File: src/hdl/rpcrmd_pkg.sv
// ---------------------------------------------------------------------------
// rpcrmd_pkg
// Types and constants shared by the record-mark deframer files.
// ---------------------------------------------------------------------------
package rpcrmd_pkg;

    localparam int RECORD_LENGTH_BITS = 24;
    localparam int FRAG_LEN_BITS      = 31;
    localparam int MARKER_HELD_BITS   = 24;

    localparam logic [RECORD_LENGTH_BITS-1:0] LEN_MASK = '1;

    typedef enum logic [1:0] {
        STATUS_OK      = 2'd0,
        STATUS_LIMIT   = 2'd1,
        STATUS_REFUSED = 2'd2
    } status_t;

    // fragment_left never exceeds the limit, so it fits the record width
    typedef struct packed {
        logic [MARKER_HELD_BITS-1:0]   marker_bytes;
        logic [1:0]                    marker_count;
        logic [RECORD_LENGTH_BITS-1:0] fragment_left;
        logic                          last_fragment;
        logic [RECORD_LENGTH_BITS-1:0] record_total;
        logic                          record_open;
        logic                          stream_failed;
    } deframe_state_t;

    typedef struct packed {
        logic       payload_valid;
        logic [7:0] payload_byte;
        logic       record_end;
        status_t    status;
        logic       at_boundary;
    } result_t;

endpackage

File: src/hdl/rpcrmd_in_if.sv
// ---------------------------------------------------------------------------
// rpcrmd_in_if
// Byte stream channel into the deframer.
// ---------------------------------------------------------------------------
interface rpcrmd_in_if;
    logic       valid;
    logic       ready;
    logic [7:0] in_byte;

    modport source (output valid, output in_byte, input ready);
    modport sink   (input valid, input in_byte, output ready);
endinterface

File: src/hdl/rpcrmd_out_if.sv
// ---------------------------------------------------------------------------
// rpcrmd_out_if
// Result channel out of the deframer.
// ---------------------------------------------------------------------------
interface rpcrmd_out_if;
    logic       valid;
    logic       ready;
    logic       payload_valid;
    logic [7:0] payload_byte;
    logic       record_end;
    logic [1:0] status;
    logic       at_boundary;

    modport source (output valid, output payload_valid, output payload_byte,
                    output record_end, output status, output at_boundary,
                    input ready);
    modport sink   (input valid, input payload_valid, input payload_byte,
                    input record_end, input status, input at_boundary,
                    output ready);
endinterface

File: src/hdl/rpcrmd_step.sv
// ---------------------------------------------------------------------------
// rpcrmd_step
// Next state and result for one stream byte: marker collection, limit check
// and payload countdown.
// ---------------------------------------------------------------------------
module rpcrmd_step
    import rpcrmd_pkg::*;
(
    input  deframe_state_t                cur,
    input  logic [7:0]                    in_byte,
    input  logic [RECORD_LENGTH_BITS-1:0] max_bytes,
    output deframe_state_t                nxt,
    output result_t                       res
);

    logic [FRAG_LEN_BITS-1:0]      frag_len;
    logic                          frag_fin;
    logic [RECORD_LENGTH_BITS:0]   total_sum;
    logic                          over_limit;
    logic [RECORD_LENGTH_BITS-1:0] left_dec;

    assign frag_len  = {cur.marker_bytes[FRAG_LEN_BITS-9:0], in_byte};
    assign frag_fin  = cur.marker_bytes[MARKER_HELD_BITS-1];
    assign total_sum = {1'b0, cur.record_total} + {1'b0, frag_len[RECORD_LENGTH_BITS-1:0]};
    // total + len > max also covers len > max on its own
    assign over_limit = (frag_len[FRAG_LEN_BITS-1:RECORD_LENGTH_BITS] != '0)
                     || (total_sum > {1'b0, max_bytes});
    assign left_dec  = cur.fragment_left - RECORD_LENGTH_BITS'(1);

    always_comb
    begin
        nxt = cur;
        res = '{payload_valid: 1'b0, payload_byte: 8'd0, record_end: 1'b0,
                status: STATUS_OK, at_boundary: 1'b0};

        priority if (cur.stream_failed)
        begin
            res.status = STATUS_REFUSED;
        end
        else if (cur.fragment_left == '0)
        begin
            if (cur.marker_count != 2'd3)
            begin
                nxt.marker_bytes = {cur.marker_bytes[MARKER_HELD_BITS-9:0], in_byte};
                nxt.marker_count = cur.marker_count + 2'd1;
            end
            else
            begin
                nxt.marker_bytes = '0;
                nxt.marker_count = 2'd0;
                if (over_limit)
                begin
                    nxt.stream_failed = 1'b1;
                    res.status        = STATUS_LIMIT;
                end
                else
                begin
                    nxt.fragment_left = frag_len[RECORD_LENGTH_BITS-1:0];
                    nxt.last_fragment = frag_fin;
                    nxt.record_open   = 1'b1;
                    // empty final fragment closes the record on its marker
                    if (frag_len == '0 && frag_fin)
                    begin
                        res.record_end    = 1'b1;
                        nxt.record_total  = '0;
                        nxt.record_open   = 1'b0;
                        nxt.last_fragment = 1'b0;
                    end
                end
            end
        end
        else
        begin
            res.payload_valid = 1'b1;
            res.payload_byte  = in_byte;
            nxt.record_total  = cur.record_total + RECORD_LENGTH_BITS'(1);
            nxt.fragment_left = left_dec;
            if (left_dec == '0 && cur.last_fragment)
            begin
                res.record_end    = 1'b1;
                nxt.record_total  = '0;
                nxt.record_open   = 1'b0;
                nxt.last_fragment = 1'b0;
            end
        end

        res.at_boundary = !nxt.stream_failed && nxt.marker_count == 2'd0
                       && nxt.fragment_left == '0 && !nxt.record_open
                       && nxt.record_total == '0;
    end

endmodule

File: src/hdl/rpc_record_mark_deframer.sv
// ---------------------------------------------------------------------------
// rpc_record_mark_deframer
// Streams the payload of a record-marked byte stream, one byte per word,
// flagging record ends and enforcing a record size limit.
// ---------------------------------------------------------------------------
//  channel  dir  word contents
//  in_ch    in   in_byte
//  out_ch   out  payload_valid, payload_byte, record_end, status, at_boundary
//  cfg      in   cfg_we / cfg_wdata: max_record_bytes (0 means all ones)
//
//  One word per cycle unless out_ch stalls; path: input reg, then result reg.
//  The per-byte state update is combinational between those two registers.
//  Reset clears all deframer state and sets the limit to all ones.
//  A stall on out_ch backs up through the input register to in_ch.ready.
// ---------------------------------------------------------------------------
module rpc_record_mark_deframer
    import rpcrmd_pkg::*;
(
    input  logic                          clk,
    input  logic                          rst_n,
    rpcrmd_in_if.sink                     in_ch,
    rpcrmd_out_if.source                  out_ch,
    input  logic                          cfg_we,
    input  logic [RECORD_LENGTH_BITS-1:0] cfg_wdata
);

    logic                          in_vld_reg;
    logic [7:0]                    in_byte_reg;
    logic                          out_vld_reg;
    result_t                       res_reg;
    deframe_state_t                state_reg;
    deframe_state_t                state_next;
    result_t                       res_next;
    logic [RECORD_LENGTH_BITS-1:0] max_reg;
    logic                          out_load;
    logic                          advance;
    logic                          in_take;

    assign out_load    = !out_vld_reg || out_ch.ready;
    assign advance     = in_vld_reg && out_load;
    assign in_ch.ready = !in_vld_reg || advance;
    assign in_take     = in_ch.valid && in_ch.ready;

    rpcrmd_step u_step (
        .cur       (state_reg),
        .in_byte   (in_byte_reg),
        .max_bytes (max_reg),
        .nxt       (state_next),
        .res       (res_next)
    );

    always_ff @(posedge clk or negedge rst_n)
    begin
        if (!rst_n)
        begin
            in_vld_reg  <= 1'b0;
            out_vld_reg <= 1'b0;
            state_reg   <= '0;
            max_reg     <= LEN_MASK;
        end
        else
        begin
            if (in_ch.ready)
                in_vld_reg <= in_ch.valid;
            if (out_load)
                out_vld_reg <= in_vld_reg;
            if (advance)
                state_reg <= state_next;
            if (cfg_we)
                max_reg <= (cfg_wdata == '0) ? LEN_MASK : cfg_wdata;
        end
    end

    always_ff @(posedge clk)
    begin
        if (in_take)
            in_byte_reg <= in_ch.in_byte;
        if (advance)
            res_reg <= res_next;
    end

    assign out_ch.valid         = out_vld_reg;
    assign out_ch.payload_valid = res_reg.payload_valid;
    assign out_ch.payload_byte  = res_reg.payload_byte;
    assign out_ch.record_end    = res_reg.record_end;
    assign out_ch.status        = res_reg.status;
    assign out_ch.at_boundary   = res_reg.at_boundary;

endmodule

File: src/flat_wrapper.sv
// flat-port wrapper written by rule: the top's interface ports become plain ports
module rpc_record_mark_deframer_flat import rpcrmd_pkg::*;
  (clk, rst_n, cfg_we, cfg_wdata, in_ch_valid, in_ch_in_byte, in_ch_ready, out_ch_valid, out_ch_payload_valid, out_ch_payload_byte, out_ch_record_end, out_ch_status, out_ch_at_boundary, out_ch_ready);
  rpcrmd_in_if in_ch_i ();
  rpcrmd_out_if out_ch_i ();
  input  logic clk;
  input  logic rst_n;
  input  logic cfg_we;
  input  logic [RECORD_LENGTH_BITS-1:0] cfg_wdata;
  input wire logic [$bits(in_ch_i.valid)-1:0] in_ch_valid;
  input wire logic [$bits(in_ch_i.in_byte)-1:0] in_ch_in_byte;
  output wire logic [$bits(in_ch_i.ready)-1:0] in_ch_ready;
  output wire logic [$bits(out_ch_i.valid)-1:0] out_ch_valid;
  output wire logic [$bits(out_ch_i.payload_valid)-1:0] out_ch_payload_valid;
  output wire logic [$bits(out_ch_i.payload_byte)-1:0] out_ch_payload_byte;
  output wire logic [$bits(out_ch_i.record_end)-1:0] out_ch_record_end;
  output wire logic [$bits(out_ch_i.status)-1:0] out_ch_status;
  output wire logic [$bits(out_ch_i.at_boundary)-1:0] out_ch_at_boundary;
  input wire logic [$bits(out_ch_i.ready)-1:0] out_ch_ready;
  assign in_ch_i.valid = in_ch_valid;
  assign in_ch_i.in_byte = in_ch_in_byte;
  assign in_ch_ready = in_ch_i.ready;
  assign out_ch_valid = out_ch_i.valid;
  assign out_ch_payload_valid = out_ch_i.payload_valid;
  assign out_ch_payload_byte = out_ch_i.payload_byte;
  assign out_ch_record_end = out_ch_i.record_end;
  assign out_ch_status = out_ch_i.status;
  assign out_ch_at_boundary = out_ch_i.at_boundary;
  assign out_ch_i.ready = out_ch_ready;
  rpc_record_mark_deframer u_core (.clk(clk), .rst_n(rst_n), .in_ch(in_ch_i), .out_ch(out_ch_i), .cfg_we(cfg_we), .cfg_wdata(cfg_wdata));
endmodule
File: config.mk
export PLATFORM = sky130hd
export DESIGN_NAME = rpc_record_mark_deframer_flat
export DESIGN_NICKNAME = d
export VERILOG_FILES = /design/src/hdl/rpcrmd_pkg.sv /design/src/hdl/rpcrmd_in_if.sv /design/src/hdl/rpcrmd_out_if.sv /design/src/hdl/rpcrmd_step.sv /design/src/hdl/rpc_record_mark_deframer.sv /design/src/flat_wrapper.sv
export SDC_FILE = /design/constraint.sdc
export NUM_CORES = 1
export LEC_CHECK = 0
export BUFFER_PORTS_ARGS = -buffer_cell sky130_fd_sc_hd__buf_4
export CORE_AREA = 2 2 132 134
export DETAILED_ROUTE_END_ITERATION = 6
export DIE_AREA = 0 0 134 136
export GPL_TIMING_DRIVEN = 0
export PLACE_DENSITY = 0.77
export SYNTH_ARGS = -nofsm -noshare
export SYNTH_HDL_FRONTEND = slang
export SYNTH_HIERARCHICAL = 1
export SYNTH_SLANG_ARGS = --single-unit
File: constraint.sdc
create_clock -name clk -period 4.86 [get_ports clk]
set_input_delay 1.215 -clock clk [delete_from_list [all_inputs] [get_ports clk]]
set_output_delay 1.215 -clock clk [all_outputs]
set_load 0.02 [all_outputs]
======== After elaboration in Yosys (flattened, before gate mapping) ========
Index checks and enable logic that the tools add are counted.
cells by class
  add/sub/neg operators ................... 4
  magnitude comparators ................... 1
  eq/ne operators ......................... 3
  muxes and demuxes ....................... 19
  bitwise gates (word level) .............. 2
  reduce and logical (&&, ||, !) cells .... 28
operators with widths
  kind                                                 number
  zero test 24 bit                                     5
  two-way mux 50 bit                                   2
  two-way mux 26 bit                                   3
  two-way mux 53 bit                                   1
  two-way mux 51 bit                                   1
  zero test 31 bit                                     1
  adder 24 x 24 -> 25 bit                              1
  > comparator 25 x 24 -> 1 bit                        1
  adder 24 x 1 -> 24 bit (second input constant)       1
  two-way mux 24 bit                                   1
  subtractor 24 x 1 -> 24 bit (second input constant)  1
  two-way mux 9 bit                                    1
  logical AND 1 bit                                    8
  two-way mux 1 bit                                    7
  nonzero test 7 bit                                   1
  inequality test 2 bit (second input constant)        3
  AND reduction 5 bit                                  1
  zero test 1 bit                                      4
  two-way mux 2 bit                                    2
  logical OR 1 bit                                     3
  two-way mux 3 bit                                    1
  AND reduction 3 bit                                  1
  OR reduction 3 bit                                   1
  adder 2 x 1 -> 2 bit (second input constant)         1
  other kinds (4)                                      5
storage, ports and cells
  register bits ........................... 124
  output and inout bits ................... 15
  logic and storage cells ................. 74

======== Depth between registers and ports, before layout ========
Gate-level depths: netlist (run 1).
  depth in word-level cells ............... 12
  mapped depth ............................ 27

======== By module ========
The synthesis (run 1) kept the hierarchy.
modules (own cells, without submodules)
  module                    times used  cells an instance  area an instance (µm²)  seq. area each (µm²)
  rpcrmd_step               1           763                4765.8                  0.0
  rpc_record_mark_deframer  1           280                4690.7                  3238.1

======== Worst setup path after synthesis (run 1) ========
OpenSTA, ideal clock, no wires.
  kind .................................... reg2reg
  from .................................... reg u_core.in_byte_reg[6]
  to ...................................... reg u_core.res_reg (netlist bit u_core/out_ch.at_boundary) (data pin)
  library setup time ...................... 0.170 ns
  data arrival time ....................... 5.055 ns
  path slack .............................. -0.365 ns
  cell stages (with the launch flop) ...... 25
  cells stage by stage .................... edfxtp_1 ha_1 o21a_1 o21a_1 o21a_1 nand3_1 o211ai_1 a31oi_1 a31oi_1 nand4_1 a41oi_1 nor2_1 xnor2_1 ha_1 nand3_1 nor2_2 nand3_1 a2111o_1 a31oi_4 nand4_2 or3_1 o221a_1 a2111oi_2 nand4_1 nor4_2
RTL lines
  what                    RTL line                        text
  from (decl)             rpc_record_mark_deframer.sv:28  logic [7:0] in_byte_reg;
  from (signal assigned)  rpc_record_mark_deframer.sv:77  in_byte_reg <= in_ch.in_byte;
  to (signal assigned)    rpc_record_mark_deframer.sv:79  res_reg <= res_next;
  to (decl)               rpc_record_mark_deframer.sv:30  result_t res_reg;

==> results of run 1 <==
synthesized netlist by cell type (all sizes together), types with 10 or more instances:
cell     n
o21ai   89
ha      52
dfstp   24
a31oi   19
inv     54
xnor2   22
nand4   28
nand3   40
o31ai   14
mux2i   26
buf     28
nor2    54
a21oi   41
clkbuf  28
dfrtp   79
and2    11
and3    16
nor3    30
nand2   86
mux2    80
or3     14
nand2b  31
edfxtp  21
o211ai  10
nor4    32
area by class of cell:
| cell class | count | share of cell area, % |
|---|---|---|
| plain buffers | 56 | 2.65 |
| clock buffers | 17 | 3.48 |
| clock inverters | 15 | 1.39 |
| inverters | 54 | 1.66 |
| multi-input cells | 809 | 53.3 |
| flip-flops and latches | 124 | 26.6 |
| well taps | 225 | 2.30 |
| repair buffers | 120 | 8.60 |
worst paths after layout:
kind                            depth (start not counted)                  from                        end
worst min-delay path                                    1     u_core/in_vld_reg        u_core/out_ch.valid
max in group asynchronous                               2                 rst_n       u_core/state_reg[53]
worst max-delay path                                   25  u_core/state_reg[55]  u_core/out_ch.at_boundary
worst max register to register                         25  u_core/state_reg[55]  u_core/out_ch.at_boundary
worst min register to register                          1     u_core/in_vld_reg        u_core/out_ch.valid
min in group asynchronous                               1                 rst_n       u_core/state_reg[12]
logic make-up after synthesis:
| family | after synthesis | synth area share (%) |
|---|---|---|
| multiplexers | 106 | 12.3 |
| AO/OA/AOI/OAI | 243 | 16.7 |
| adder cells (fa/ha/maj) | 53 | 7.09 |
| buffers and inverters | 110 | 5.21 |
| AND/OR/NAND/NOR | 379 | 21.9 |
| XOR/XNOR | 28 | 2.59 |
| flip-flops | 124 | 34.2 |
stage by stage:
step / cell area [µm²] / setup slack (ns) / hold WS, ns
final: 12200 / -1.03 / 0.490
after global routing: 12200 / -1.17 / 0.524
after CTS: 11600 / -0.789 / 0.493
after detailed placement: 10200 / -1.45 / 0.473
after global placement: 10200 / -1.40 / 0.470
after floorplan: 9500 / -0.188 / 0.457
cell usage in the layout, fill, tap and decap left out, drive strengths merged, types with 16 or more instances in the layout:
master / count
nor4: 32
nor2: 54
mux2: 80
mux2i: 26
dfstp: 24
inv: 65
nand3: 40
nand2b: 31
a31oi: 19
a21oi: 41
clkbuf: 44
nand2: 86
o21ai: 89
and3: 16
nor3: 30
xnor2: 22
edfxtp: 21
buf: 149
ha: 52
dfrtp: 79
nand4: 28
power groups by stage:
stage,clock network (µW),registers (µW),logic [µW]
finish,1330,1740,3200
global route,1380,1760,3420
CTS,1330,1700,2780
detailed placement,0,1720,2350
global placement,0,1710,2300
floorplan,0,1560,1790
layer usage:
metal | routed length, µm | track usage, % | up-vias
met5 | 0 | 0 | -
met2 | 14800 | 53.4 | 619
met3 | 3470 | 7.87 | 141
li1 | - | - | 4166
met4 | 1730 | 19.6 | 0
met1 | 12700 | 46.4 | 4587
repair_timing:
action | CTS | global route
setup endpoints to repair | 54 | 54
gates cloned | 1 | 0
buffers inserted | 49 | 23
pin swaps | 31 | 39
resized for setup | 120 | 99
==> results.sh, run 1 <==
export IMPL_yosys_warnings=6
export IMPL_hold_viol_final=0
export IMPL_synth_seq_cells=124
export IMPL_gr_usage_all_layers_pct=35.1
export IMPL_clkPwrFrac_pct=21.2
export IMPL_crit_path_end_kind="flip-flop"
export IMPL_num_io_pins=52
export IMPL_vdd_ir_drop_worst_uv=305
export IMPL_rrSetupSlack_ns=-1.03
export IMPL_dp_cells=1318
export IMPL_p_sw_uw=2730
export IMPL_stdcell_count=1420
export IMPL_start_util_pct=56.0
export IMPL_switching_share_pct=43.6
export IMPL_tns_ns=-13.77
export IMPL_drt_total_wl_mm=32.8
export IMPL_wl_per_cell_um=23.1
export IMPL_nets=1272
export IMPL_overflow=0
export IMPL_power_uw=6270
export IMPL_cp_common_cell="buf_4"
export IMPL_cp_max_fo=6
export IMPL_power_density_nw_per_um2=512
export IMPL_hold_class="flip-flop to flip-flop"
export IMPL_fmax_mhz=170
export IMPL_slew_violations=0
export IMPL_path_buf_inv=6
export IMPL_yosysSeqAreaShare_pct=34.2
export IMPL_cpMaxStageDelayCell="dfrtp_1"
export IMPL_clockBufferDepth=2
export IMPL_slew_headroom_pct=20.0
export IMPL_antennaDiodeCount=0
export IMPL_fin_crit_sh_pct=121
export IMPL_drc=0
export IMPL_path_clk_slew_ns=0.07
export IMPL_setup_viol=49
export IMPL_startpoint_type="flip-flop"
export IMPL_synth_cell_type_count=87
export IMPL_fin_crit_ns=5.89
export IMPL_critical_path_max_stage_delay_ns=0.51
export IMPL_drt_first_pass_iters=6
export IMPL_arrival_ns=6.11
export IMPL_grt_pass1_vias=9050
export IMPL_multi_input_area_um2=6530
export IMPL_fp_dieArea_um2=18200
export IMPL_cts_hold_buf=0
export IMPL_status="finished with violations"
export IMPL_async_reset_ff_share_pct=83.1
export IMPL_layout_setup_ws_ns=-1.03
export IMPL_tightest_slew_ns=1.19
export IMPL_grt_max_degree=104
export IMPL_cts_made_buffers=17
export IMPL_areaGrowthSynthToFinish_pct=29.4
export IMPL_fill_cells=1191
export IMPL_clockRootBuffer="clkbuf_16"
export IMPL_grt_pass1_wl_mm=49.0
export IMPL_cts_tree="yes"
export IMPL_ys_flop_type="dfrtp_1"
export IMPL_p_leak_uw=0.00524
export IMPL_antenna_found_initial=0
export IMPL_synthCells=1043
export IMPL_synth_edf_count=21
export IMPL_vias=9513
export IMPL_place_gp_congestion=0.970
export IMPL_htree_num_levels=4
export IMPL_crit_type="flip-flop to flip-flop"
export IMPL_violations="setup timing"
export IMPL_crit_family="compound AO/OA/AOI/OAI gates"
export IMPL_core_area_um2=16900
export IMPL_drv_cap=0
export IMPL_worst_endpoint_required_ns=5.08
export IMPL_clock_sinks=124
export IMPL_rsz0062_at_grt="yes"
export IMPL_syn_nets=1133
export IMPL_netlist_area_um2=9460
export IMPL_die_width_um=134
export IMPL_finClkSkew_ns=0.0111
export IMPL_fp_dieH_um=136
export IMPL_p_int_uw=3540
export IMPL_routed_via_density=6.70
export IMPL_synth_area_leaders="dfrtp_1, mux2_2, ha_1, dfstp_2, edfxtp_1"
export IMPL_comb_power_share_pct=51.1
export IMPL_insertion_delay_ns=0.44
export IMPL_synth_top_cell_area_share_pct=20.9
export IMPL_io_buffer_count=50
export IMPL_drtIter0Drc=1198
export IMPL_ant_nets=0
export IMPL_regArea_um2=3250
export IMPL_drive_gt1_share_pct=35.0
export IMPL_avgSynthCellArea_um2=9.07
export IMPL_p_seq_share_pct=27.7
export IMPL_largest_register_ffs=77
export IMPL_dp_hpwl_mm=21.2
export IMPL_synth_area_leader_cell="dfrtp_1"
export IMPL_fin_util_pct=72.5
export IMPL_rows=48
(Power assumes the default switching activity.)
==> run 2: changes to the inputs <==
Settings changed: ABC_AREA from default to 1, CORE_AREA 2 2 132 134 to 2 2 135 137, DIE_AREA 0 0 134 136 to 0 0 137 139.
==> run 2 against run 1 <==
Effect of this change: the run still ends with setup timing left; non-clock buffer count down 48; core utilization down 6.5 points; global-route usage down 4.5 points; critical path depth up 7; via count up 8.3%; final area down 4.8%; critical path type unchanged; critical endpoint unchanged.
==> results.sh, run 2 <==
export IMPL_status="finished with violations"
export IMPL_violations="setup timing"
export IMPL_synth_top_cell_area_share_pct=20.0
export IMPL_cts_tree="yes"
export IMPL_fmax_mhz=202
export IMPL_p_leak_uw=0.00638
export IMPL_synth_edf_count=21
export IMPL_fp_dieArea_um2=19000
export IMPL_fin_crit_ns=4.95
export IMPL_slew_violations=0
export IMPL_synthCells=1501
export IMPL_hp_start="u_core/state_reg[69]"
export IMPL_htree_num_levels=4
export IMPL_crit_path_end_kind="flip-flop"
export IMPL_crit_type="flip-flop to flip-flop"
export IMPL_synth_area_leaders="dfrtp_1, nand2_1, nor2_1, ha_1, inv_1"
export IMPL_finClkSkew_ns=0.0112
export IMPL_crit_family="simple AND/OR/NAND/NOR gates"
export IMPL_yosysSeqAreaShare_pct=32.8
export IMPL_vias=10306
export IMPL_place_gp_congestion=0.956
export IMPL_worst_endpoint_required_ns=5.15
export IMPL_largest_register_ffs=77
export IMPL_grt_pass1_vias=9569
export IMPL_stdcell_count=1842
export IMPL_wl_per_cell_um=15.9
export IMPL_rows=49
export IMPL_nets=1690
export IMPL_slew_headroom_pct=60.8
export IMPL_overflow=0
export IMPL_ys_flop_type="dfrtp_1"
export IMPL_core_area_um2=17700
export IMPL_p_int_uw=3170
export IMPL_vdd_ir_drop_worst_uv=388
export IMPL_fill_cells=1538
export IMPL_clkPwrFrac_pct=22.0
export IMPL_fin_hold_ws_ns=0.489
export IMPL_syn_nets=1591
export IMPL_drive_gt1_share_pct=16.2
export IMPL_hold_viol_final=0
export IMPL_synth_area_leader_cell="dfrtp_1"
export IMPL_grt_pass1_wl_mm=46.0
export IMPL_async_reset_ff_share_pct=83.1
export IMPL_arrival_ns=5.24
export IMPL_startpoint_type="flip-flop"
export IMPL_synth_cell_type_count=52
export IMPL_cp_common_cell="nor2_2"
export IMPL_fin_crit_sh_pct=102
export IMPL_clockRootBuffer="clkbuf_16"
export IMPL_setup_viol=1
export IMPL_hold_class="flip-flop to flip-flop"
export IMPL_r2r_start="u_core/in_byte_reg[2]"
export IMPL_avgSynthCellArea_um2=6.58
export IMPL_clock_sinks=124
export IMPL_gr_usage_all_layers_pct=30.5
export IMPL_rsz0062_at_grt="yes"
export IMPL_layout_setup_ws_ns=-0.0891
export IMPL_areaGrowthSynthToFinish_pct=17.9
export IMPL_drv_cap=0
export IMPL_cts_made_buffers=17
export IMPL_drc=0
export IMPL_yosys_warnings=6
export IMPL_insertion_delay_ns=0.43
export IMPL_routed_via_density=5.60
export IMPL_power_density_nw_per_um2=504
export IMPL_ys_top_cells_by_count="nand2_1, nor2_1, inv_1, dfrtp_1, nand3_1"
export IMPL_antennaDiodeCount=0
export IMPL_p_sw_uw=2690
export IMPL_p_seq_share_pct=27.7
export IMPL_path_buf_inv=3
export IMPL_critical_path_max_stage_delay_ns=0.46
export IMPL_die_width_um=137
export IMPL_cp_max_fo=5
export IMPL_num_io_pins=52
export IMPL_clockBufferDepth=2
export IMPL_drt_first_pass_iters=6
export IMPL_antenna_found_initial=0
export IMPL_critPathLaunch="u_core/in_byte_reg[2]"
export IMPL_path_clk_slew_ns=0.06
export IMPL_fp_dieH_um=139
export IMPL_io_buffer_count=50
export IMPL_start_util_pct=55.9
export IMPL_final_cell_mix="nand2_1, nor2_1, inv_1"
export IMPL_dp_hpwl_mm=21.0
export IMPL_tightest_slew_ns=0.589
export IMPL_ant_nets=0
export IMPL_synth_seq_cells=124
export IMPL_grt_max_degree=104
export IMPL_cpMaxStageDelayCell="edfxtp_1"
export IMPL_switching_share_pct=45.9
export IMPL_yosysMostFrequentCell="nand2_1"
export IMPL_drtIter0Drc=1238
export IMPL_mostFrequentLayoutCell="nand2_1"
export IMPL_drt_total_wl_mm=29.3
export IMPL_dp_cells=1780
export IMPL_netlist_area_um2=9880
export IMPL_comb_power_share_pct=50.3
[run 2: cell count changes after synthesis, sizes merged, moves of 31 or more]
cell    delta
o21ai     -49
nand2b    -31
inv      +126
nand2    +445
mux2      -80
nor2     +184
[run 2: area by class of cell]
| cell class | instances | area, µm² | share of cell area (%) |
|---|---|---|---|
| repair buffers | 80 | 642 | 5.51 |
| clock inverters | 8 | 82.6 | 0.709 |
| clock buffers | 24 | 514 | 4.42 |
| multi-input cells | 1147 | 5910 | 50.8 |
| flip-flops and latches | 124 | 3250 | 27.9 |
| plain buffers | 48 | 275 | 2.36 |
| inverters | 182 | 683 | 5.87 |
| well taps | 229 | 287 | 2.46 |
[run 2: repair_timing]
action	4_1_cts	5_1_grt
endpoints found under the hold margin	0	0
hold buffers	0	0
gates resized for setup	18	56
setup buffers	9	19
endpoints found under the setup margin	52	12
pin swaps	9	36
cloned	0	1
[run 2: cell families after synthesis]
group	after synthesis	synth area share [%]
flops	124	32.8
buf+inv	230	9.55
xor+xnor	48	4.41
compound gates	150	8.93
simple gates	896	37.5
fa+ha+maj	53	6.79
[run 2: worst reg2reg max path: cells and delay by family (launching register included)]
family                     cells  cell delay, ns
AOI/OAI and AO/OA              5            0.67
xor gates and xnor gates       1            0.14
adders and majority gates      2            0.60
buffers and inverters          3            0.47
DFF                            1            0.46
and+or+nand+nor               21            2.46
[run 2: stage by stage]
stage / util (%) / setup WS (ns) / cell area [µm²] / TNS (ns) / power, µW
after floorplan: - / 0.589 / 9880 / 0 / 3510
after global placement: 59.7 / -0.848 / 10500 / -4.08 / 4160
after detailed placement: 59.7 / -0.985 / 10500 / -10.72 / 4220
after CTS: 63.8 / 0.0293 / 11300 / 0 / 5600
after global routing: 65.9 / -0.378 / 11600 / -0.378 / 6280
final: 65.9 / -0.0891 / 11600 / -0.0891 / 5860
[run 2: per-layer routing]
layer	up-vias	wire length [µm]	GRT usage, %
met4	0	593	8.63
met3	63	2910	6.98
met2	529	13000	46.7
li1	4949	-	-
met5	-	0	0
met1	4765	12800	43.4
[run 2: final timing paths]
check | cells after the start | slack (ns) | endpoint
max in group asynchronous | 2 | 3.49 | u_core/state_reg[54]
min in group asynchronous | 1 | 0.67 | u_core/state_reg[13]
worst max-delay path | 32 | -0.09 | u_core/out_ch.at_boundary
worst min-delay path | 2 | 0.49 | u_core/state_reg[69]
worst min register to register | 2 | 0.49 | u_core/state_reg[69]
worst max register to register | 32 | -0.09 | u_core/out_ch.at_boundary
[run 2: power by group through the flow]
stage                     registers [µW]  clock network, µW  logic (µW)
final                               1620               1290        2950
after global routing                1650               1340        3290
after CTS                           1610               1300        2690
after detailed placement            1620                  0        2600
after global placement              1620                  0        2530
after floorplan                     1540                  0        1970
==> run 3: changes to the inputs <==
Settings changed: CORE_AREA 2 2 135 137 to 2 2 132 134, DIE_AREA 0 0 137 139 to 0 0 134 136, SYNTH_HIERARCHICAL 1 to default.
==> run 3 against run 2 <==
Effect of this change: combinational power is 6.8% higher; power is 2.7% higher; clock-buffer cell count is 3 lower; critical path type unchanged; first-iteration DRC count is 5.9% higher; largest power group unchanged; the run ends with DRC, setup timing left; clock skew is 0.0035 ns higher.
==> results.sh, run 3 <==
export IMPL_status="finished with violations"
export IMPL_violations="DRC, setup timing"
export IMPL_grt_pass1_vias=9030
export IMPL_clockRootBuffer="clkbuf_16"
export IMPL_vdd_ir_drop_worst_uv=327
export IMPL_comb_power_share_pct=52.2
export IMPL_synthCells=1343
export IMPL_clockBufferDepth=2
export IMPL_grt_pass1_wl_mm=48.0
export IMPL_grt_max_degree=104
export IMPL_drt_total_wl_mm=31.5
export IMPL_worst_endpoint_required_ns=5.05
export IMPL_drc=2
export IMPL_start_util_pct=55.9
export IMPL_final_cell_mix="nand2_1, inv_1, nor2_1"
export IMPL_arrival_ns=5.14
export IMPL_path_clk_slew_ns=0.06
export IMPL_antennaDiodeCount=0
export IMPL_synth_top_cell_area_share_pct=21.0
export IMPL_io_buffer_count=50
export IMPL_r2r_start="u_core.state_reg[8]"
export IMPL_synth_seq_cells=124
export IMPL_cpMaxStageDelayCell="dfrtp_1"
export IMPL_num_io_pins=52
export IMPL_fp_dieArea_um2=18200
export IMPL_p_int_uw=3190
export IMPL_areaGrowthSynthToFinish_pct=23.1
export IMPL_switching_share_pct=47.0
export IMPL_dp_hpwl_mm=22.2
export IMPL_rsz0062_at_grt="yes"
export IMPL_setup_viol=1
export IMPL_fin_crit_sh_pct=102
export IMPL_cp_max_fo=6
export IMPL_gr_usage_all_layers_pct=34.5
export IMPL_critical_path_max_stage_delay_ns=0.55
export IMPL_htree_num_levels=4
export IMPL_power_uw=6020
export IMPL_critPathLaunch="u_core.state_reg[8]"
export IMPL_cts_made_buffers=17
export IMPL_antenna_found_initial=0
export IMPL_yosysMostFrequentCell="nand2_1"
export IMPL_p_leak_uw=0.00567
export IMPL_largest_register_ffs=77
export IMPL_syn_nets=1433
export IMPL_clock_sinks=124
export IMPL_hp_start="u_core.state_reg[70]"
export IMPL_p_seq_share_pct=23.6
export IMPL_die_width_um=134
export IMPL_core_area_um2=16900
export IMPL_synth_cell_type_count=53
export IMPL_ant_nets=0
export IMPL_cts_tree="yes"
export IMPL_synth_area_leader_cell="dfrtp_1"
export IMPL_drt_first_pass_iters=7
export IMPL_synth_edf_count=21
export IMPL_overflow=0
export IMPL_p_sw_uw=2830
export IMPL_power_density_nw_per_um2=519
export IMPL_netlist_area_um2=9430
export IMPL_yosysSeqAreaShare_pct=34.4
export IMPL_slew_violations=0
export IMPL_async_reset_ff_share_pct=83.1
export IMPL_fp_dieH_um=136
export IMPL_synth_area_leaders="dfrtp_1, nand2_1, inv_1, ha_1, dfstp_2"
export IMPL_avgSynthCellArea_um2=7.02
export IMPL_stdcell_count=1691
export IMPL_hold_viol_final=0
export IMPL_fin_crit_ns=4.96
export IMPL_startpoint_type="flip-flop"
export IMPL_tightest_slew_ns=0.836
export IMPL_insertion_delay_ns=0.44
export IMPL_drive_gt1_share_pct=18.6
export IMPL_layout_setup_ws_ns=-0.0968
export IMPL_yosys_warnings=0
export IMPL_wl_per_cell_um=18.6
export IMPL_finClkSkew_ns=0.0148
export IMPL_dp_cells=1618
export IMPL_routed_via_density=5.84
export IMPL_rrSetupSlack_ns=-0.1
export IMPL_crit_path_end_kind="flip-flop"
export IMPL_rows=48
export IMPL_place_ws_ns=-0.431
export IMPL_vias=9867
export IMPL_ys_flop_type="dfrtp_1"
export IMPL_drtIter0Drc=1311
export IMPL_drv_cap=0
export IMPL_mostFrequentLayoutCell="nand2_1"
export IMPL_ys_top_cells_by_count="nand2_1, inv_1, nor2_1, nand3_1, o21ai_0"
export IMPL_hold_class="flip-flop to flip-flop"
export IMPL_fmax_mhz=202
export IMPL_place_gp_congestion=1.02
export IMPL_cts_hold_buf=0
export IMPL_slew_headroom_pct=44.1
export IMPL_crit_type="flip-flop to flip-flop"
export IMPL_clkPwrFrac_pct=24.2
export IMPL_nets=1543
## run 3: cell type report
type	instances	area (µm²)
tap	225	282
multi-input combinational	979	5680
timing repair buffer	90	772
buffer	47	240
clock buffer	21	472
sequential	124	3240
clock inverter	11	189
fill	1402	5270
inverter	194	731
## run 3: through the flow
step,hold slack (ns),util [%],TNS (ns),cell area (µm²)
6_report,0.486,68.8,-0.0968,11600
4_1_cts,0.491,65.1,0,11000
3_3_place_gp,0.475,59.7,-0.393,10100
5_1_grt,0.521,68.8,-0.299,11600
3_5_place_dp,0.476,59.7,-0.542,10100
2_1_floorplan,0.452,-,0,9430
## run 3: kinds of logic after synthesis
group | after synthesis | synth area share, %
simple gates | 670 | 31.1
buf+inv | 241 | 9.94
compound gates | 200 | 12.4
flops | 124 | 34.4
xor+xnor | 55 | 5.11
fa+ha+maj | 53 | 7.11
## run 3: power groups by stage
| stage | clock [µW] | sequential (µW) | combinational (µW) |
|---|---|---|---|
| final | 1460 | 1420 | 3150 |
| after global routing | 1490 | 1440 | 3440 |
| after CTS | 1450 | 1410 | 2840 |
| after detailed placement | 0 | 1430 | 2730 |
| after global placement | 0 | 1420 | 2700 |
| after floorplan | 0 | 1370 | 2030 |
## run 3: worst max-delay path: cells and delay by family, from the launching register on
kind                     cells  cell delay, ns
XOR/XNOR                     1            0.20
AO/OA/AOI/OAI                7            1.27
AND/OR/NAND/NOR             15            1.72
flip-flops                   1            0.55
buffers and inverters        5            0.33
adder cells (fa/ha/maj)      2            0.63
## run 3: path summary, 6_finish.rpt
check                                            endpoint  depth (start not counted)
worst min-delay path                 u_core.state_reg[70]                          2
worst max register to register  u_core.out_ch.at_boundary                         30
worst min register to register       u_core.state_reg[70]                          2
max in group asynchronous            u_core.state_reg[71]                          2
worst max-delay path            u_core.out_ch.at_boundary                         30
min in group asynchronous             u_core.state_reg[9]                          1
## run 3: per-layer routing
metal	GRT usage, %	up-vias	routed length [µm]
met5	0	-	0
met4	10.6	0	1180
met3	10.3	109	3600
met2	53.4	537	13700
met1	46.6	4596	13000
li1	-	4625	-
## run 3: what timing repair did
item,4_1_cts,5_1_grt
pin swaps,9,58
cloned,1,3
setup buffers,13,22
gates resized for setup,26,89
setup endpoints to repair,32,15
